[config.mk]
export PLATFORM = sky130hd
export DESIGN_NAME = first_fit_region_block_allocator
export DESIGN_NICKNAME = d
export VERILOG_FILES = /design/src/sv/ffa_pkg.sv /design/src/sv/ffa_dpath.sv /design/src/sv/ffa_ctrl.sv /design/src/sv/first_fit_region_block_allocator.sv
export SDC_FILE = /design/constraint.sdc
export NUM_CORES = 2
export LEC_CHECK = 0
export BUFFER_PORTS_ARGS = -buffer_cell sky130_fd_sc_hd__buf_2
export CAP_MARGIN = 15
export CORE_MARGIN = 4
export CORE_UTILIZATION = 41
export CTS_BUF_LIST = sky130_fd_sc_hd__clkbuf_8
export DETAILED_ROUTE_END_ITERATION = 16
export SYNTH_ARGS = -nofsm -noshare
export SYNTH_HDL_FRONTEND = slang
export SYNTH_SLANG_ARGS = --single-unit
export TNS_END_PERCENT = 10
[constraint.sdc]
create_clock -name clk -period 88.8 [get_ports clk]
set_clock_uncertainty 0.05 [all_clocks]
set_input_delay 0 -clock clk [delete_from_list [all_inputs] [get_ports clk]]
set_output_delay 0 -clock clk [all_outputs]
set_load 0.05 [all_outputs]
[src/sv/ffa_pkg.sv]
// ----------------------------------------------------------------------------
// ffa_pkg
// Sizes, request codes and controller/datapath interface types of the
// first-fit region block allocator.
// ----------------------------------------------------------------------------
`default_nettype none

package ffa_pkg;

  // Memory geometry
  localparam int NUM_BLOCKS      = 1024;
  localparam int REALTIME_BLOCKS = 64;
  localparam int RT_LIMIT        = (REALTIME_BLOCKS > NUM_BLOCKS) ?
                                   NUM_BLOCKS : REALTIME_BLOCKS;

  // Field widths
  localparam int KIND_W  = 2;
  localparam int CNT_W   = 11;
  localparam int START_W = 10;

  // Internal widths
  localparam int ADDR_W = $clog2(NUM_BLOCKS);
  localparam int PTR_W  = $clog2(NUM_BLOCKS + 1);
  localparam int SUM_W  = ((PTR_W > CNT_W) ? PTR_W : CNT_W) + 1;

  // Request kinds
  localparam logic [KIND_W-1:0] KIND_ALLOC = KIND_W'(0);
  localparam logic [KIND_W-1:0] KIND_FREE  = KIND_W'(1);
  localparam logic [KIND_W-1:0] KIND_CHECK = KIND_W'(2);

  typedef logic [PTR_W-1:0] ptr_t;

  // Result selection
  typedef enum logic [1:0] {
    RES_FAIL     = 2'd0,  // success 0, start 0
    RES_OK_NOPOS = 2'd1,  // success 1, start 0
    RES_OK_LO    = 2'd2,  // success 1, start at region base
    RES_OK_RUN   = 2'd3   // success 1, start of found run
  } res_t;

  // Controller to datapath
  typedef struct packed {
    logic load;
    logic scan_start;
    logic scan_step;
    logic mark_start;
    logic free_start;
    logic wr_step;
    logic wr_bit;
    logic res_set;
    res_t res;
    logic out_load;
  } cmd_t;

  // Datapath to controller
  typedef struct packed {
    logic [KIND_W-1:0] kind;
    logic              cnt_zero;
    logic              cnt_big;
    logic              free_empty;
    logic              scan_hit;
    logic              scan_miss;
    logic              wr_last;
    logic              out_free;
  } sts_t;

endpackage

`default_nettype wire

[src/sv/ffa_dpath.sv]
// ----------------------------------------------------------------------------
// ffa_dpath
// Used-block bitmap memory, request registers, scan/write pointer, run
// counter and the output register.
// ----------------------------------------------------------------------------
`default_nettype none

module ffa_dpath (
  input  wire logic                         clk,
  input  wire logic                         rst,
  input  wire ffa_pkg::cmd_t                cmd,
  output ffa_pkg::sts_t                     sts,
  input  wire logic [ffa_pkg::KIND_W-1:0]   kind,
  input  wire logic [ffa_pkg::CNT_W-1:0]    block_count,
  input  wire logic                         realtime_region,
  input  wire logic [ffa_pkg::START_W-1:0]  release_start,
  input  wire logic                         out_stall,
  output logic                              out_valid,
  output logic                              success,
  output logic [ffa_pkg::START_W-1:0]       start_block
);

  // Bitmap, one bit per block
  logic mem [ffa_pkg::NUM_BLOCKS];
  logic rd_data;

  // Latched request
  logic [ffa_pkg::KIND_W-1:0]  kind_q;
  logic [ffa_pkg::CNT_W-1:0]   cnt_q;
  logic                        rt_q;
  logic [ffa_pkg::START_W-1:0] first_q;

  // Pointers and scan state
  ffa_pkg::ptr_t             ptr;
  ffa_pkg::ptr_t             wr_end;
  ffa_pkg::ptr_t             ev_ptr;
  logic                      ev_vld;
  logic [ffa_pkg::CNT_W-1:0] run;

  // Pending result
  logic                        res_success;
  logic [ffa_pkg::START_W-1:0] res_start;

  // Derived values
  ffa_pkg::ptr_t             lo;
  ffa_pkg::ptr_t             hi;
  ffa_pkg::ptr_t             span;
  ffa_pkg::ptr_t             ptr_inc;
  logic [ffa_pkg::SUM_W-1:0] cnt_ext;
  logic [ffa_pkg::SUM_W-1:0] free_sum;
  logic [ffa_pkg::SUM_W-1:0] free_end;
  logic [ffa_pkg::SUM_W-1:0] where_sum;
  logic [ffa_pkg::CNT_W-1:0] run_inc;
  logic                      rd_issue;

  function automatic ffa_pkg::ptr_t realtime_sel_lo(input logic rt);
    realtime_sel_lo = rt ? '0 : ffa_pkg::PTR_W'(ffa_pkg::RT_LIMIT);
  endfunction

  // Region bounds, free range and run arithmetic
  always_comb begin
    lo        = realtime_sel_lo(rt_q);
    hi        = rt_q ? ffa_pkg::PTR_W'(ffa_pkg::RT_LIMIT)
                     : ffa_pkg::PTR_W'(ffa_pkg::NUM_BLOCKS);
    span      = hi - lo;
    ptr_inc   = ptr + ffa_pkg::PTR_W'(1);
    cnt_ext   = ffa_pkg::SUM_W'(cnt_q);
    free_sum  = ffa_pkg::SUM_W'(first_q) + cnt_ext;
    free_end  = (free_sum > ffa_pkg::SUM_W'(ffa_pkg::NUM_BLOCKS)) ?
                ffa_pkg::SUM_W'(ffa_pkg::NUM_BLOCKS) : free_sum;
    where_sum = ffa_pkg::SUM_W'(ev_ptr) + ffa_pkg::SUM_W'(1) - cnt_ext;
    run_inc   = run + ffa_pkg::CNT_W'(1);
    rd_issue  = ptr < hi;
  end

  // Status
  always_comb begin
    sts.kind       = kind_q;
    sts.cnt_zero   = (cnt_q == '0);
    sts.cnt_big    = (cnt_ext > ffa_pkg::SUM_W'(span));
    sts.free_empty = (ffa_pkg::SUM_W'(first_q) >= free_end);
    sts.scan_hit   = ev_vld && !rd_data && (run_inc == cnt_q);
    sts.scan_miss  = !ev_vld && !rd_issue;
    sts.wr_last    = (ptr_inc == wr_end);
    sts.out_free   = !out_valid || !out_stall;
  end

  // Bitmap write and registered read
  always_ff @(posedge clk) begin
    if (cmd.wr_step) begin
      mem[ptr[ffa_pkg::ADDR_W-1:0]] <= cmd.wr_bit;
    end
    if (cmd.scan_step) begin
      rd_data <= mem[ptr[ffa_pkg::ADDR_W-1:0]];
    end
  end

  // Request word capture
  always_ff @(posedge clk) begin
    if (cmd.load) begin
      kind_q  <= kind;
      cnt_q   <= block_count;
      rt_q    <= realtime_region;
      first_q <= release_start;
    end
  end

  // Pointer, scan and write range control; reset starts the clearing pass
  always_ff @(posedge clk) begin
    if (rst) begin
      ptr    <= '0;
      wr_end <= ffa_pkg::PTR_W'(ffa_pkg::NUM_BLOCKS);
      ev_vld <= 1'b0;
      run    <= '0;
    end else begin
      if (cmd.scan_start) begin
        ptr    <= lo;
        run    <= '0;
        ev_vld <= 1'b0;
      end
      if (cmd.scan_step) begin
        ev_vld <= rd_issue;
        ev_ptr <= ptr;
        if (rd_issue) begin
          ptr <= ptr_inc;
        end
        if (ev_vld) begin
          run <= rd_data ? '0 : run_inc;
        end
      end
      if (cmd.mark_start) begin
        ptr    <= ffa_pkg::PTR_W'(where_sum);
        wr_end <= ev_ptr + ffa_pkg::PTR_W'(1);
      end
      if (cmd.free_start) begin
        ptr    <= ffa_pkg::PTR_W'(first_q);
        wr_end <= ffa_pkg::PTR_W'(free_end);
      end
      if (cmd.wr_step) begin
        ptr <= ptr_inc;
      end
    end
  end

  // Pending result
  always_ff @(posedge clk) begin
    if (cmd.res_set) begin
      case (cmd.res)
        ffa_pkg::RES_FAIL: begin
          res_success <= 1'b0;
          res_start   <= '0;
        end
        ffa_pkg::RES_OK_NOPOS: begin
          res_success <= 1'b1;
          res_start   <= '0;
        end
        ffa_pkg::RES_OK_LO: begin
          res_success <= 1'b1;
          res_start   <= ffa_pkg::START_W'(lo);
        end
        ffa_pkg::RES_OK_RUN: begin
          res_success <= 1'b1;
          res_start   <= ffa_pkg::START_W'(where_sum);
        end
        default: begin
          res_success <= 1'b0;
          res_start   <= '0;
        end
      endcase
    end
  end

  // Output word register
  always_ff @(posedge clk) begin
    if (rst) begin
      out_valid <= 1'b0;
    end else if (cmd.out_load) begin
      out_valid <= 1'b1;
    end else if (!out_stall) begin
      out_valid <= 1'b0;
    end
  end

  always_ff @(posedge clk) begin
    if (cmd.out_load) begin
      success     <= res_success;
      start_block <= res_start;
    end
  end

endmodule

`default_nettype wire

[src/sv/ffa_ctrl.sv]
// ----------------------------------------------------------------------------
// ffa_ctrl
// Request sequencer: clearing pass, decode, first-fit scan, run marking,
// release and result hand-off.
// ----------------------------------------------------------------------------
`default_nettype none

module ffa_ctrl (
  input  wire logic          clk,
  input  wire logic          rst,
  input  wire logic          in_valid,
  output logic               in_stall,
  input  wire ffa_pkg::sts_t sts,
  output ffa_pkg::cmd_t      cmd
);

  typedef enum logic [6:0] {
    ST_CLEAR  = 7'b0000001,
    ST_IDLE   = 7'b0000010,
    ST_DECODE = 7'b0000100,
    ST_SCAN   = 7'b0001000,
    ST_MARK   = 7'b0010000,
    ST_FREE   = 7'b0100000,
    ST_RESP   = 7'b1000000
  } state_t;

  state_t state;
  state_t state_next;

  // Only the idle state takes a request word
  assign in_stall = (state != ST_IDLE);

  // Next state and commands
  always_comb begin
    state_next = state;
    cmd        = '0;
    cmd.res    = ffa_pkg::RES_FAIL;
    case (state)
      ST_CLEAR: begin
        cmd.wr_step = 1'b1;
        cmd.wr_bit  = 1'b0;
        if (sts.wr_last) begin
          state_next = ST_IDLE;
        end
      end
      ST_IDLE: begin
        if (in_valid) begin
          cmd.load   = 1'b1;
          state_next = ST_DECODE;
        end
      end
      ST_DECODE: begin
        cmd.res_set = 1'b1;
        case (sts.kind)
          ffa_pkg::KIND_FREE: begin
            cmd.res = ffa_pkg::RES_OK_NOPOS;
            if (sts.free_empty) begin
              state_next = ST_RESP;
            end else begin
              cmd.free_start = 1'b1;
              state_next     = ST_FREE;
            end
          end
          ffa_pkg::KIND_ALLOC, ffa_pkg::KIND_CHECK: begin
            if (sts.cnt_big) begin
              cmd.res    = ffa_pkg::RES_FAIL;
              state_next = ST_RESP;
            end else if (sts.cnt_zero) begin
              // zero-block request: succeeds and marks nothing; an allocate reports the region base
              cmd.res    = (sts.kind == ffa_pkg::KIND_ALLOC) ?
                           ffa_pkg::RES_OK_LO : ffa_pkg::RES_OK_NOPOS;
              state_next = ST_RESP;
            end else begin
              cmd.res_set    = 1'b0;
              cmd.scan_start = 1'b1;
              state_next     = ST_SCAN;
            end
          end
          default: begin
            cmd.res    = ffa_pkg::RES_FAIL;
            state_next = ST_RESP;
          end
        endcase
      end
      ST_SCAN: begin
        if (sts.scan_hit) begin
          cmd.res_set = 1'b1;
          if (sts.kind == ffa_pkg::KIND_ALLOC) begin
            cmd.res        = ffa_pkg::RES_OK_RUN;
            cmd.mark_start = 1'b1;
            state_next     = ST_MARK;
          end else begin
            cmd.res    = ffa_pkg::RES_OK_NOPOS;
            state_next = ST_RESP;
          end
        end else if (sts.scan_miss) begin
          cmd.res_set = 1'b1;
          cmd.res     = ffa_pkg::RES_FAIL;
          state_next  = ST_RESP;
        end else begin
          cmd.scan_step = 1'b1;
        end
      end
      ST_MARK: begin
        cmd.wr_step = 1'b1;
        cmd.wr_bit  = 1'b1;
        if (sts.wr_last) begin
          state_next = ST_RESP;
        end
      end
      ST_FREE: begin
        cmd.wr_step = 1'b1;
        cmd.wr_bit  = 1'b0;
        if (sts.wr_last) begin
          state_next = ST_RESP;
        end
      end
      ST_RESP: begin
        if (sts.out_free) begin
          cmd.out_load = 1'b1;
          state_next   = ST_IDLE;
        end
      end
      default: begin
        state_next = ST_IDLE;
      end
    endcase
  end

  // State register
  always_ff @(posedge clk) begin
    if (rst) begin
      state <= ST_CLEAR;
    end else begin
      state <= state_next;
    end
  end

endmodule

`default_nettype wire

[src/sv/first_fit_region_block_allocator.sv]
// ----------------------------------------------------------------------------
// first_fit_region_block_allocator
// First-fit contiguous block allocator over a used/free bitmap with a
// real-time region and a user region.
// ----------------------------------------------------------------------------
// One request word is taken at a time. After reset the bitmap is cleared one
// block per cycle, so the input stalls until all NUM_BLOCKS (1024) blocks are
// clear. An allocate or check is taken in the idle state and decoded in the
// decode state, then the scan reads one bitmap bit per cycle through a single
// memory port, stopping at the first fitting run. An allocate then marks the
// run at one block per cycle. A free writes one block per cycle over the
// released range. The response state hands the result to the output register
// once that register is free; it holds the result while the next request word
// is taken. Worst case is an allocate of the whole user region: a full scan
// plus a full mark.
`default_nettype none

module first_fit_region_block_allocator (
  input  wire logic                         clk,
  input  wire logic                         rst,
  input  wire logic                         in_valid,
  output logic                              in_stall,
  input  wire logic [ffa_pkg::KIND_W-1:0]   kind,
  input  wire logic [ffa_pkg::CNT_W-1:0]    block_count,
  input  wire logic                         realtime_region,
  input  wire logic [ffa_pkg::START_W-1:0]  release_start,
  output logic                              out_valid,
  input  wire logic                         out_stall,
  output logic                              success,
  output logic [ffa_pkg::START_W-1:0]       start_block
);

  ffa_pkg::cmd_t cmd;
  ffa_pkg::sts_t sts;

  // Sequencer
  ffa_ctrl u_ctrl (
    .clk      (clk),
    .rst      (rst),
    .in_valid (in_valid),
    .in_stall (in_stall),
    .sts      (sts),
    .cmd      (cmd)
  );

  // Bitmap and datapath
  ffa_dpath u_dpath (
    .clk             (clk),
    .rst             (rst),
    .cmd             (cmd),
    .sts             (sts),
    .kind            (kind),
    .block_count     (block_count),
    .realtime_region (realtime_region),
    .release_start   (release_start),
    .out_stall       (out_stall),
    .out_valid       (out_valid),
    .success         (success),
    .start_block     (start_block)
  );

endmodule

`default_nettype wire

==> impl_metrics.csv <==
group,metric,value,unit
sta,period_share,0.0640,
cts,clk_pin_slew,70,ps
setup_path,path_cells,"buf_4 > buf_4 > buf_4 > buf_4 > mux4_2 > a211o_1 > nor4_1 > o211ai_1 > a32o_1 > a21oi_1 > nand4_1",
route,dr_total_vias,33547,
cts,cts_made_buffers,185,
synthesis,synth_top_area_frac,0.641,
finish,nets,4005,
floorplan,row_count,128,
placement,globalplace.congestion,0.861,
sta,maxSlewHeadroom,0.116,
setup_path,path_delay_family,"buffers and inverters",
synthesis,syn_inst,3900,
floorplan,coreArea,0.122,mm2
synthesis,avgSynthCellArea,13.0,um2
setup_path,critPathMaxFanout,45,
cts,clk_latency,890,ps
route,met3WireLength,12600,um
sta,fin_tns_setup,0,ps
cts,cts_buffer_depth,3,
power,power_frac_comb,0.161,
synthesis,synth-edff-count,1082,
grt,gr-total-overflow,0,
route,drt-initial-drc-count,4861,
floorplan,dieArea,0.129,mm2
synthesis,synth_area_leaders,"edfxtp_1 64%, nor2_1 8.4%, mux4_2 6.3%, mux2i_1 4.9%, clkbuf_1 1.9%",
route,viasPerCell,5.88,
route,drt_wl_total,153000,um
setup_path,path_class,"reg2reg",
route,drt-pass1-iter-count,8,
power,power_leakage,19.7,nW
run_status,status,"finished clean",
sta,finalCriticalPeriod,5680,ps
finish,syn_to_final_growth,11.6,%
sta,slew_viol_final,0,
setup_path,path_common_cell,"buf_4",
route,wl_met2,72000,um
cts,cts_max_level,4,
placement,portBuffers,40,
cts,cts-root-buf,"clkbuf_8",
floorplan,die_w,360,um
power,p_total,1.20,mW
grt,antenna_found_initial,3,
job,cap_violations,0,
route,final_antenna_net_count,0,
grt,track_usage,0.231,
grt,grt_start_max_net_pins,292,
synthesis,synth_cell_type_count,84,
grt,grt_pass1_wl,221000,um
sta,tightest_slew,1320,ps
grt,first_global_vias,32399,
synthesis,netlist_top_cells_count,"1130 x nor2_1, 1082 x edfxtp_1, 255 x clkbuf_1",
setup_path,cp_slowest_cell,"buf_4",
floorplan,start_util,0.415,
route,wl_per_cell,26.8,um
power,switchingPower,0.363,mW
setup_path,crit_buf_inv,4,
floorplan,die_y,360,um
sta,final_hold_viol_count,0,
route,met1Wirelength,62600,um
sta,max_freq,0.176,GHz
finish,fin_area,0.0566,mm2
route,drcViolationCount,0,
synthesis,syn-num-nets,3978,
sta,rsz0062_at_grt,"no",
floorplan,pin_count,41,
power,swShare,0.303,
synthesis,synthArstFlopShare,0,
cts,clock-sinks,1124,
synthesis,synth_top_area_cell,"edfxtp_1",
placement,place.detailed.hpwl,79400,um
sta,finalHoldWorstSlack,173,ps
synthesis,synth.cell_area,0.0507,mm2
setup_path,cp-start-kind,"flop",
synthesis,synth.most_common_cell,"nor2_1",
finish,drive_gt1_frac,0.139,
synthesis,synth_ff_type,"edfxtp_1",
setup_path,crit_path_max_incr_delay,760,ps
cts,cts_resized,0,
power,irDropWorstVdd,0.0000133,V
power,cell_internal_pwr,0.835,mW
finish,fin_util,0.463,
setup_path,cp.required,89380,ps
setup_path,endpoint_kind,"flop",
cts,post_cts_buffers,0,
synthesis,ys_warn_count,0,
power,p_seq_frac,0.487,
setup_path,worstPathArrival,6260,ps
synthesis,seq_area_frac_synth,0.657,
power,p_per_area,21.2,mW/mm2
synthesis,synth-seq-cells,1124,
power,pwr-share-clk,0.352,
sta,finalSetupViolCount,0,
route,highest-signal-layer,"met5",
cts,cts_tree,"built",
worst_hold_path,hp-class,"in2reg",
placement,postPlaceCellArea,0.0525,mm2
-- worst paths after layout --
| kind | startpoint | end | slack [ps] | cells past startpoint |
|---|---|---|---|---|
| min | out_stall | u_dpath.success | 170 | 4 |
| max | u_dpath.ptr[0] | u_dpath.rd_data | 83120 | 11 |
| max reg2reg | u_dpath.ptr[0] | u_dpath.rd_data | 83120 | 11 |
| min reg2reg | u_dpath.res_start[2] | u_dpath.start_block[2] | 370 | 0 |
-- worst register-to-register path, delay by kind of cell (launching register included) --
kind	cells	cell delay, ps
buffers and inverters	4	2940
muxes	1	600
AOI/OAI and AO/OA	4	900
and+or+nand+nor	2	360
DFF	1	590
-- power groups by stage --
stage                     registers [mW]  logic [mW]  clock network [mW]
after detailed placement           0.594       0.186                   0
after floorplan                    0.588       0.113                   0
after global placement             0.594       0.186                   0
after CTS                          0.583       0.189               0.429
final                              0.584       0.193               0.422
after global routing               0.583       0.197               0.453
-- per-stage QoR --
step,worst slack (ps),std cells
floorplan,19010,3900
global placement,83130,5303
detailed placement,83040,5303
CTS,83020,5693
global route,82620,5702
finish,83120,5703
-- repair_timing --
item	4_1_cts	5_1_grt
endpoints found under the hold margin	92	0
hold buffers	55	0
endpoints found under the setup margin	0	0
-- routing by layer --
layer,track usage,up-vias
met5,0,-
met4,0.0873,2
met1,0.318,17215
met3,0.0393,336
li1,-,14397
met2,0.369,1597
-- cell usage in the layout, fill, tap and decap left out, drive strengths merged, types with 31 or more instances in the layout --
cell type    Yosys  final
a21oi           59     59
a22oi           34     34
buf             84    125
clkbuf         256    190
clkinv           0     52
dfxtp           42     42
dlygate4sd3      0     55
edfxtp        1082   1082
ha              48     48
inv             31    117
mux2i          247    247
mux4           142    142
nand2          138    138
nand3           81     81
nor2          1130   1130
nor4            31     31
o21ai           55     55
o22ai          100    100
xnor2           36     36
-- kinds of logic after synthesis --
group,synth area share
multiplexers,0.114
XOR/XNOR,0.0118
AND/OR/NAND/NOR,0.126
flip-flops,0.657
AO/OA/AOI/OAI,0.0489
adder cells (fa/ha/maj),0.0126
buffers and inverters,0.0302
-- area by class of cell --
cell class | count | area [um2]
inverters | 31 | 116
clock inverters | 145 | 752
fillers | 11125 | 65700
flip-flops and latches | 1124 | 33300
multi-input cells | 2405 | 16200
clock buffers | 190 | 2620
repair buffers | 180 | 1580
well taps | 1625 | 2030
diodes | 3 | 7.51
-- state kept, by name, indices dropped and copies added, names as in the netlist --
| register | cells |
|---|---|
| u_dpath.wr_end | 11 |
| u_dpath.ptr | 11 |
| u_dpath.first_q | 10 |
| u_dpath.rt_q | 1 |
| u_dpath.success | 1 |
| u_dpath.cnt_q | 11 |
| u_dpath.ev_vld | 1 |
| u_dpath.res_start | 10 |
| u_dpath.res_success | 1 |
| u_dpath.run | 11 |
| u_dpath.rd_data | 1 |
| u_dpath.kind_q | 2 |
| u_dpath.out_valid | 1 |
| u_dpath.ev_ptr | 11 |
| u_ctrl.state | 7 |
| u_dpath.start_block | 10 |
| u_dpath.mem | 1024 |
Power figures use the tool's default switching activity.
